File: config.mk
export PLATFORM = sky130hd
export DESIGN_NAME = lcd_line_timing_controller
export DESIGN_NICKNAME = d
export VERILOG_FILES = /design/src/hw/rtl/lltc_pkg.sv /design/src/hw/rtl/lltc_cfg_regs.sv /design/src/hw/rtl/lltc_line_step.sv /design/src/hw/rtl/lcd_line_timing_controller.sv
export SDC_FILE = /design/constraint.sdc
export NUM_CORES = 1
export LEC_CHECK = 0
export BUFFER_PORTS_ARGS = -buffer_cell sky130_fd_sc_hd__buf_4
export CORE_MARGIN = 8
export CORE_UTILIZATION = 45
export CTS_CLUSTER_DIAMETER = 40
export DETAILED_ROUTE_END_ITERATION = 8
export PLACE_DENSITY = 0.66
export SETUP_SLACK_MARGIN = 0.1
export SLEW_MARGIN = 30
export SYNTH_ARGS = -nofsm -noshare
export SYNTH_HDL_FRONTEND = slang
export SYNTH_HIERARCHICAL = 1
export SYNTH_SLANG_ARGS = --single-unit
File: constraint.sdc
create_clock -name clk -period 4 [get_ports clk]
set_input_delay 0.8 -clock clk [delete_from_list [all_inputs] [get_ports clk]]
set_output_delay 0.8 -clock clk [all_outputs]
set_load 0.01 [all_outputs]
File: src/hw/rtl/lltc_pkg.sv
`default_nettype none
// ----------------------------------------------------------------------------
// lltc_pkg
// Shared types and constants of the LCD line timing controller: mode codes,
// dot and line limits, register indexes and the structs passed between modules.
// ----------------------------------------------------------------------------
package lltc_pkg;

	localparam int DotW   = 10;
	localparam int TimerW = 9;
	localparam int LineW  = 8;
	localparam int CfgIdxW = 3;
	localparam int CfgDataW = 8;

	localparam logic [DotW-1:0]  OamEndDots  = 10'd80;
	localparam logic [DotW-1:0]  XferEndDots = 10'd252;
	localparam logic [DotW-1:0]  LineDots    = 10'd456;
	localparam logic [LineW-1:0] VblankLine  = 8'd144;
	localparam logic [LineW-1:0] LastLine    = 8'd153;

	typedef enum logic [1:0] {
		MODE_OAM    = 2'd0,
		MODE_XFER   = 2'd1,
		MODE_HBLANK = 2'd2
	} mode_t;

	typedef enum logic [CfgIdxW-1:0] {
		REG_LY_COMPARE     = 3'd0,
		REG_IRQ_HBLANK_EN  = 3'd1,
		REG_IRQ_VBLANK_EN  = 3'd2,
		REG_IRQ_LYMATCH_EN = 3'd3,
		REG_IRQ_OAM_EN     = 3'd4
	} cfg_reg_t;

	typedef struct packed {
		logic [LineW-1:0] ly_compare;
		logic             irq_hblank_en;
		logic             irq_vblank_en;
		logic             irq_lymatch_en;
		logic             irq_oam_en;
	} cfg_t;

	typedef struct packed {
		mode_t             mode;
		logic [TimerW-1:0] line_dots;
		logic [LineW-1:0]  line_cnt;
		logic              last_match;
		logic              ly_match;
	} timing_state_t;

	typedef struct packed {
		mode_t            mode;
		logic [LineW-1:0] line_number;
		logic             ly_match;
		logic             lcd_irq;
		logic             vblank_irq;
		logic             render_line;
		logic [LineW-1:0] render_line_number;
	} result_t;

endpackage
`default_nettype wire

File: src/hw/rtl/lltc_cfg_regs.sv
`default_nettype none
// ----------------------------------------------------------------------------
// lltc_cfg_regs
// Configuration register file: line compare value and status interrupt enables.
// ----------------------------------------------------------------------------
module lltc_cfg_regs (
	input  wire logic                           clk,
	input  wire logic                           arst_n,
	input  wire logic                           cfg_we,
	input  wire logic [lltc_pkg::CfgIdxW-1:0]   cfg_index,
	input  wire logic [lltc_pkg::CfgDataW-1:0]  cfg_data,
	output lltc_pkg::cfg_t                      cfg
);

	lltc_pkg::cfg_t cfg_q;

	always_ff @(posedge clk or negedge arst_n) begin
		if (!arst_n) begin
			cfg_q <= '0;
		end else if (cfg_we) begin
			case (cfg_index)
				lltc_pkg::REG_LY_COMPARE:     cfg_q.ly_compare     <= cfg_data;
				lltc_pkg::REG_IRQ_HBLANK_EN:  cfg_q.irq_hblank_en  <= cfg_data[0];
				lltc_pkg::REG_IRQ_VBLANK_EN:  cfg_q.irq_vblank_en  <= cfg_data[0];
				lltc_pkg::REG_IRQ_LYMATCH_EN: cfg_q.irq_lymatch_en <= cfg_data[0];
				lltc_pkg::REG_IRQ_OAM_EN:     cfg_q.irq_oam_en     <= cfg_data[0];
				default: ;
			endcase
		end
	end

	assign cfg = cfg_q;

endmodule
`default_nettype wire

File: src/hw/rtl/lltc_line_step.sv
`default_nettype none
// ----------------------------------------------------------------------------
// lltc_line_step
// Next-state logic for one transaction: advances the dot timer, cascades the
// modes, handles the line end and forms the status condition.
// ----------------------------------------------------------------------------
module lltc_line_step (
	input  wire lltc_pkg::cfg_t               cfg,
	input  wire lltc_pkg::timing_state_t      cur,
	input  wire logic [7:0]                   dot_delta,
	output lltc_pkg::timing_state_t           nxt,
	output lltc_pkg::result_t                 res
);

	always_comb begin
		logic [lltc_pkg::DotW-1:0]  dots;
		logic [lltc_pkg::DotW-1:0]  wrapped;
		logic [lltc_pkg::LineW-1:0] new_cnt;
		logic                       reach_xfer;
		logic                       reach_hblank;
		logic                       hb_enter;
		logic                       hb_enter_wrap;
		logic                       invalid;
		logic                       line_end;
		logic                       at_vblank;
		logic                       visible;
		logic                       lym;
		logic                       match;
		lltc_pkg::mode_t            m;

		dots = {1'b0, cur.line_dots} + {2'b00, dot_delta};
		reach_xfer = 1'b0;
		reach_hblank = 1'b0;
		hb_enter = 1'b0;
		invalid = 1'b0;

		case (cur.mode)
			lltc_pkg::MODE_OAM: begin
				reach_xfer = dots >= lltc_pkg::OamEndDots;
				reach_hblank = dots >= lltc_pkg::XferEndDots;
				hb_enter = reach_hblank;
			end
			lltc_pkg::MODE_XFER: begin
				reach_xfer = 1'b1;
				reach_hblank = dots >= lltc_pkg::XferEndDots;
				hb_enter = reach_hblank;
			end
			lltc_pkg::MODE_HBLANK: begin
				reach_xfer = 1'b1;
				reach_hblank = 1'b1;
			end
			default: begin
				invalid = 1'b1;
			end
		endcase

		line_end = reach_hblank && (dots >= lltc_pkg::LineDots);
		wrapped = dots - lltc_pkg::LineDots;
		hb_enter_wrap = line_end && (wrapped >= lltc_pkg::XferEndDots);

		if (line_end) begin
			if (wrapped >= lltc_pkg::XferEndDots) begin
				m = lltc_pkg::MODE_HBLANK;
			end else if (wrapped >= lltc_pkg::OamEndDots) begin
				m = lltc_pkg::MODE_XFER;
			end else begin
				m = lltc_pkg::MODE_OAM;
			end
		end else if (invalid) begin
			m = lltc_pkg::MODE_OAM;
		end else if (reach_hblank) begin
			m = lltc_pkg::MODE_HBLANK;
		end else if (reach_xfer) begin
			m = lltc_pkg::MODE_XFER;
		end else begin
			m = lltc_pkg::MODE_OAM;
		end

		new_cnt = (cur.line_cnt >= lltc_pkg::LastLine) ? '0 : cur.line_cnt + 8'd1;
		visible = cur.line_cnt < lltc_pkg::VblankLine;
		at_vblank = cur.line_cnt == lltc_pkg::VblankLine;
		lym = new_cnt == cfg.ly_compare;

		match = (cfg.irq_hblank_en && (hb_enter || hb_enter_wrap))
			|| (line_end && ((cfg.irq_vblank_en && at_vblank)
				|| (cfg.irq_lymatch_en && lym) || cfg.irq_oam_en));

		nxt.mode = m;
		nxt.line_dots = line_end ? wrapped[lltc_pkg::TimerW-1:0]
			: dots[lltc_pkg::TimerW-1:0];
		nxt.line_cnt = line_end ? new_cnt : cur.line_cnt;
		nxt.ly_match = line_end ? lym : cur.ly_match;
		nxt.last_match = match;

		res.mode = m;
		res.line_number = nxt.line_cnt;
		res.ly_match = nxt.ly_match;
		res.lcd_irq = match && !cur.last_match;
		res.vblank_irq = line_end && at_vblank;
		res.render_line = line_end && visible;
		res.render_line_number = (line_end && visible) ? cur.line_cnt : '0;
	end

endmodule
`default_nettype wire

File: src/hw/rtl/lcd_line_timing_controller.sv
`default_nettype none
// ----------------------------------------------------------------------------
// lcd_line_timing_controller
// LCD line timer with mode sequencing, line counter and status interrupts.
// pipeline: input register, then result register, from input transaction to result
// throughput: one transaction per cycle; a held result (out_ready low) stalls it
// reset: arst_n clears timer, mode, line counter, flags and config registers
// ----------------------------------------------------------------------------
module lcd_line_timing_controller (
	input  wire logic                           clk,
	input  wire logic                           arst_n,
	input  wire logic                           in_valid,
	output      logic                           in_ready,
	input  wire logic [7:0]                     dot_delta,
	output      logic                           out_valid,
	input  wire logic                           out_ready,
	output      logic [1:0]                     mode,
	output      logic [7:0]                     line_number,
	output      logic                           ly_match,
	output      logic                           lcd_irq,
	output      logic                           vblank_irq,
	output      logic                           render_line,
	output      logic [7:0]                     render_line_number,
	input  wire logic                           cfg_we,
	input  wire logic [lltc_pkg::CfgIdxW-1:0]   cfg_index,
	input  wire logic [lltc_pkg::CfgDataW-1:0]  cfg_data
);

	lltc_pkg::cfg_t          cfg;
	lltc_pkg::timing_state_t state_q;
	lltc_pkg::timing_state_t state_nxt;
	lltc_pkg::result_t       res_nxt;
	lltc_pkg::result_t       res_s2;
	logic                    valid_s1;
	logic [7:0]              delta_s1;
	logic                    valid_s2;
	logic                    advance;

	lltc_cfg_regs u_cfg (
		.clk       (clk),
		.arst_n    (arst_n),
		.cfg_we    (cfg_we),
		.cfg_index (cfg_index),
		.cfg_data  (cfg_data),
		.cfg       (cfg)
	);

	lltc_line_step u_step (
		.cfg       (cfg),
		.cur       (state_q),
		.dot_delta (delta_s1),
		.nxt       (state_nxt),
		.res       (res_nxt)
	);

	assign advance = valid_s1 && (!valid_s2 || out_ready);
	assign in_ready = !valid_s1 || advance;

	always_ff @(posedge clk or negedge arst_n) begin
		if (!arst_n) begin
			valid_s1 <= 1'b0;
		end else if (in_ready) begin
			valid_s1 <= in_valid;
		end
	end

	always_ff @(posedge clk) begin
		if (in_valid && in_ready) begin
			delta_s1 <= dot_delta;
		end
	end

	always_ff @(posedge clk or negedge arst_n) begin
		if (!arst_n) begin
			state_q <= '0;
			valid_s2 <= 1'b0;
		end else begin
			if (advance) begin
				state_q <= state_nxt;
				valid_s2 <= 1'b1;
			end else if (out_ready) begin
				valid_s2 <= 1'b0;
			end
		end
	end

	always_ff @(posedge clk) begin
		if (advance) begin
			res_s2 <= res_nxt;
		end
	end

	assign out_valid = valid_s2;
	assign mode = res_s2.mode;
	assign line_number = res_s2.line_number;
	assign ly_match = res_s2.ly_match;
	assign lcd_irq = res_s2.lcd_irq;
	assign vblank_irq = res_s2.vblank_irq;
	assign render_line = res_s2.render_line;
	assign render_line_number = res_s2.render_line_number;

`ifndef SYNTHESIS
	a_line_range: assert property (@(posedge clk) disable iff (!arst_n)
		state_q.line_cnt <= lltc_pkg::LastLine)
		else $error("line counter out of range");

	a_mode_code: assert property (@(posedge clk) disable iff (!arst_n)
		state_q.mode != 2'd3)
		else $error("invalid mode stored");

	a_timer_range: assert property (@(posedge clk) disable iff (!arst_n)
		{1'b0, state_q.line_dots} < lltc_pkg::LineDots)
		else $error("line timer past line end");

	a_render_next: assert property (@(posedge clk) disable iff (!arst_n)
		out_valid && render_line |-> line_number == render_line_number + 8'd1)
		else $error("rendered line does not precede current line");

	a_vblank_line: assert property (@(posedge clk) disable iff (!arst_n)
		out_valid && vblank_irq |-> line_number == lltc_pkg::VblankLine + 8'd1)
		else $error("vblank raised on wrong line");
`endif

endmodule
`default_nettype wire

==> flow_summary_export.csv <==
group,metric,value,unit
status,outcome,"finished, final reports clean",
power,p_sw,1668,uW
clocking,clk_pin_slew_worst_paths,90,ps
yosys,yosys.area.top_type,"edfxtp_1",
yosys,synth_nets,432,
worst_setup_path,critPathCaptureType,"flip-flop",
route,vias,3087,
worst_setup_path,cp.arrival,4000,ps
global_route,grt_pass1_wl,15280,um
worst_setup_path,critPathSlowestCell,"or4_4",
yosys,yosysMostFrequentCell,"dfrtp_1",
route,drc,0,
power,irDropWorstVdd,0.0002682,V
clocking,cts_hold_buf,0,
timing,final-hold-violation-count,0,
timing,grt_setup_unrepaired,"no",
placement,place_area,4757,um^2
worst_setup_path,cp-startpoint,"delta_s1[0]$_DFFE_PP_",
floorplanning,die_w,115.0,um
clocking,clockRootBuffer,"clkbuf_8",
timing,fin_worst_skew,16.83,ps
yosys,synth_top_area_share,20.42,%
timing,fmax,269.0,MHz
worst_setup_path,r2r-start,"delta_s1[0]$_DFFE_PP_",
route,routed_wl,9124,um
floorplanning,fp-row-count,36,
power,p_leak,0.002055,uW
route,drt_iter0_markers,237,
cells_and_area,fin_area,4956,um^2
timing,finalSetupViolations,0,
clocking,clkLatencyLatePin,350,ps
clocking,htree_levels,3,
cells_and_area,syn2layout_area_growth,12.34,%
worst_setup_path,critPathKind,"reg2reg",
route,dr.pass1.iters,5,
power,swShare,43.18,%
yosys,post_synth.cell_area_avg,11.37,um^2
yosys,synthCells,388,
power,p_int,2195,uW
worst_setup_path,path_max_fanout,5,
global_route,grt_usage,14.52,%
worst_setup_path,cp.required,4280,ps
yosys,yosys-top-cells-area,"edfxtp_1 20%, dfrtp_1 20%, mux2_4 6.5%",
yosys,synth_flop_cell,"dfrtp_1",
power,power_density,779.5,nW/um^2
cells_and_area,insertedDiodeCount,0,
worst_setup_path,start_kind,"flip-flop",
yosys,synth_seq_cells,65,
floorplanning,core-area,9639,um^2
clocking,cts_tree,"done",
clocking,cts_setup_buffers,0,
route,antenna_left,0,
global_route,grt-ovfl-total,0,
route,wl_per_cell,16.26,um
placement,hpwlAfterDp,6570,um
power,p_comb_share,57.6,%
yosys,yosysWarningCount,6,
placement,place.gp.congestion,0.8342,
floorplanning,io_pins,48,
clocking,cts-resized-gates,0,
floorplanning,die_h,115.0,um
power,seqPwrFrac,27.5,%
global_route,grt_pass1_vias,2968,
timing,tightestPinTransition,882.8,ps
worst_setup_path,critPathMaxStageDelay,570,ps
global_route,grt_max_degree,36,
global_route,antenna_found_initial,0,
power,clockPowerShare,14.8,%
clocking,cts_made_buffers,9,
timing,slew_headroom,41.08,%
yosys,ys_seq_area_share,40.27,%
yosys,syn_area,4412,um^2
worst_setup_path,path_cells,"ha_1 -> fa_1 -> a21o_1 -> a211o_1 -> nand2_1 -> inv_1 -> ha_1 -> or4_4 -> nor3_2 -> a221oi_2 -> a2111oi_2 -> or2_1 -> mux2_2",
timing,finalMaxSlewViolations,0,
floorplanning,die_area,13230,um^2
yosys,synth_commonest_cells,"35 x dfrtp_1, 30 x edfxtp_1, 24 x nand2_1",
timing,fin_setup_tns,0,ps
cells_and_area,nNetsFinal,467,
job,cap_violations,0,
cells_and_area,drive_above_1_share,29.91,%
yosys,synthDistinctLibCells,82,
worst_setup_path,cp_common_cell,"ha_1",
timing,min_period_over_period,92.92,%
timing,fin_crit,3717,ps
yosys,async_flop_share,53.85,%
floorplanning,initial_utilization,45.77,%
yosys,synth_edf_count,30,
placement,portBuffers,47,
clocking,clock-sinks,65,
clocking,clk_path_buf_depth,2,
route,vias_per_cell,5.503,
worst_hold_path,hp-class,"in2async",
-- state kept, by name (all words and copies together) (netlist names), 2 cells and up --
register	cells
state_q	21
u_cfg/cfg	12
delta_s1	8
line_number	8
render_line_number	8
mode	2
-- cell usage in the layout (no fill, tap or decap), drive strengths merged, types with 5 or more instances in the layout --
master | netlist | final
a2111oi | 6 | 6
a211o | 7 | 7
a21o | 7 | 7
a21oi | 17 | 17
and2 | 11 | 11
buf | 21 | 50
clkbuf | 5 | 9
dfrtp | 35 | 35
edfxtp | 30 | 30
ha | 19 | 19
inv | 14 | 17
mux2 | 35 | 35
nand2 | 25 | 25
nand2b | 9 | 9
nand3 | 8 | 8
nor2 | 20 | 20
nor3b | 5 | 5
o21ai | 23 | 23
o31ai | 5 | 5
xnor2 | 10 | 10
-- per-layer routing --
| metal | global-route usage (%) | wire length (um) | vias up |
|---|---|---|---|
| met4 | 5.779 | 155 | 0 |
| met3 | 3.939 | 586 | 9 |
| met2 | 19.60 | 3667 | 100 |
| met5 | 0 | 0 | - |
| li1 | - | - | 1513 |
| met1 | 21.18 | 4715 | 1465 |
-- final timing paths --
check	to	slack, ps	cells past startpoint
max	state_q[1]$_DFFE_PN0P_	280	13
min in group clk	state_q[0]$_DFFE_PN0P_	510	1
min	state_q[15]$_DFFE_PN0P_	400	1
min reg2reg	state_q[0]$_DFFE_PN0P_	510	1
max in group asynchronous	state_q[16]$_DFFE_PN0P_	3240	1
max reg2reg	state_q[1]$_DFFE_PN0P_	280	13
-- power groups by stage --
stage	Sequential, uW	Clock (uW)	Combinational (uW)
6_report	1060	573	2230
5_1_grt	1090	620	2450
4_1_cts	1060	587	2220
3_5_place_dp	1080	0	2200
3_3_place_gp	1070	0	2160
2_1_floorplan	1040	0	1910
-- area by class of cell --
cell class / count / area, um^2
Tap cell: 133 / 166.4
Inverter: 14 / 52.55
Multi-Input combinational cell: 283 / 2386
Fill cell: 884 / 4683
Timing Repair Buffer: 50 / 375.4
Clock inverter: 7 / 75.07
Sequential cell: 65 / 1777
Clock buffer: 9 / 123.9
-- logic make-up after synthesis --
family / share of synthesized area [%]
xor gates and xnor gates: 2.779
DFF: 40.27
adders and majority gates: 5.842
muxes: 11.00
AOI/OAI and AO/OA: 18.72
and+or+nand+nor: 15.74
buffers and inverters: 5.644
-- per-stage QoR --
stage               worst slack (ps)  total power (uW)  cells  hold WS [ps]  utilization, %
detailed placement             303.6              3278    545         494.5           49.35
global route                   106.8              4163    561         424.3           51.41
finish                         283.1              3863    561         395.9           51.41
global placement               395.9              3231    545         484.4           49.35
floorplan                      575.7              2948    388         469.4               -
CTS                            288.9              3866    561         409.5           51.41
-- critical path: cells and delay by family (launching register included) --
family,cells,cell delay [ps]
and+or+nand+nor,4,1030
adders and majority gates,3,990
buffers and inverters,1,60
muxes,1,140
DFF,1,370
AOI/OAI and AO/OA,4,1070
(Power assumes the default switching activity.)
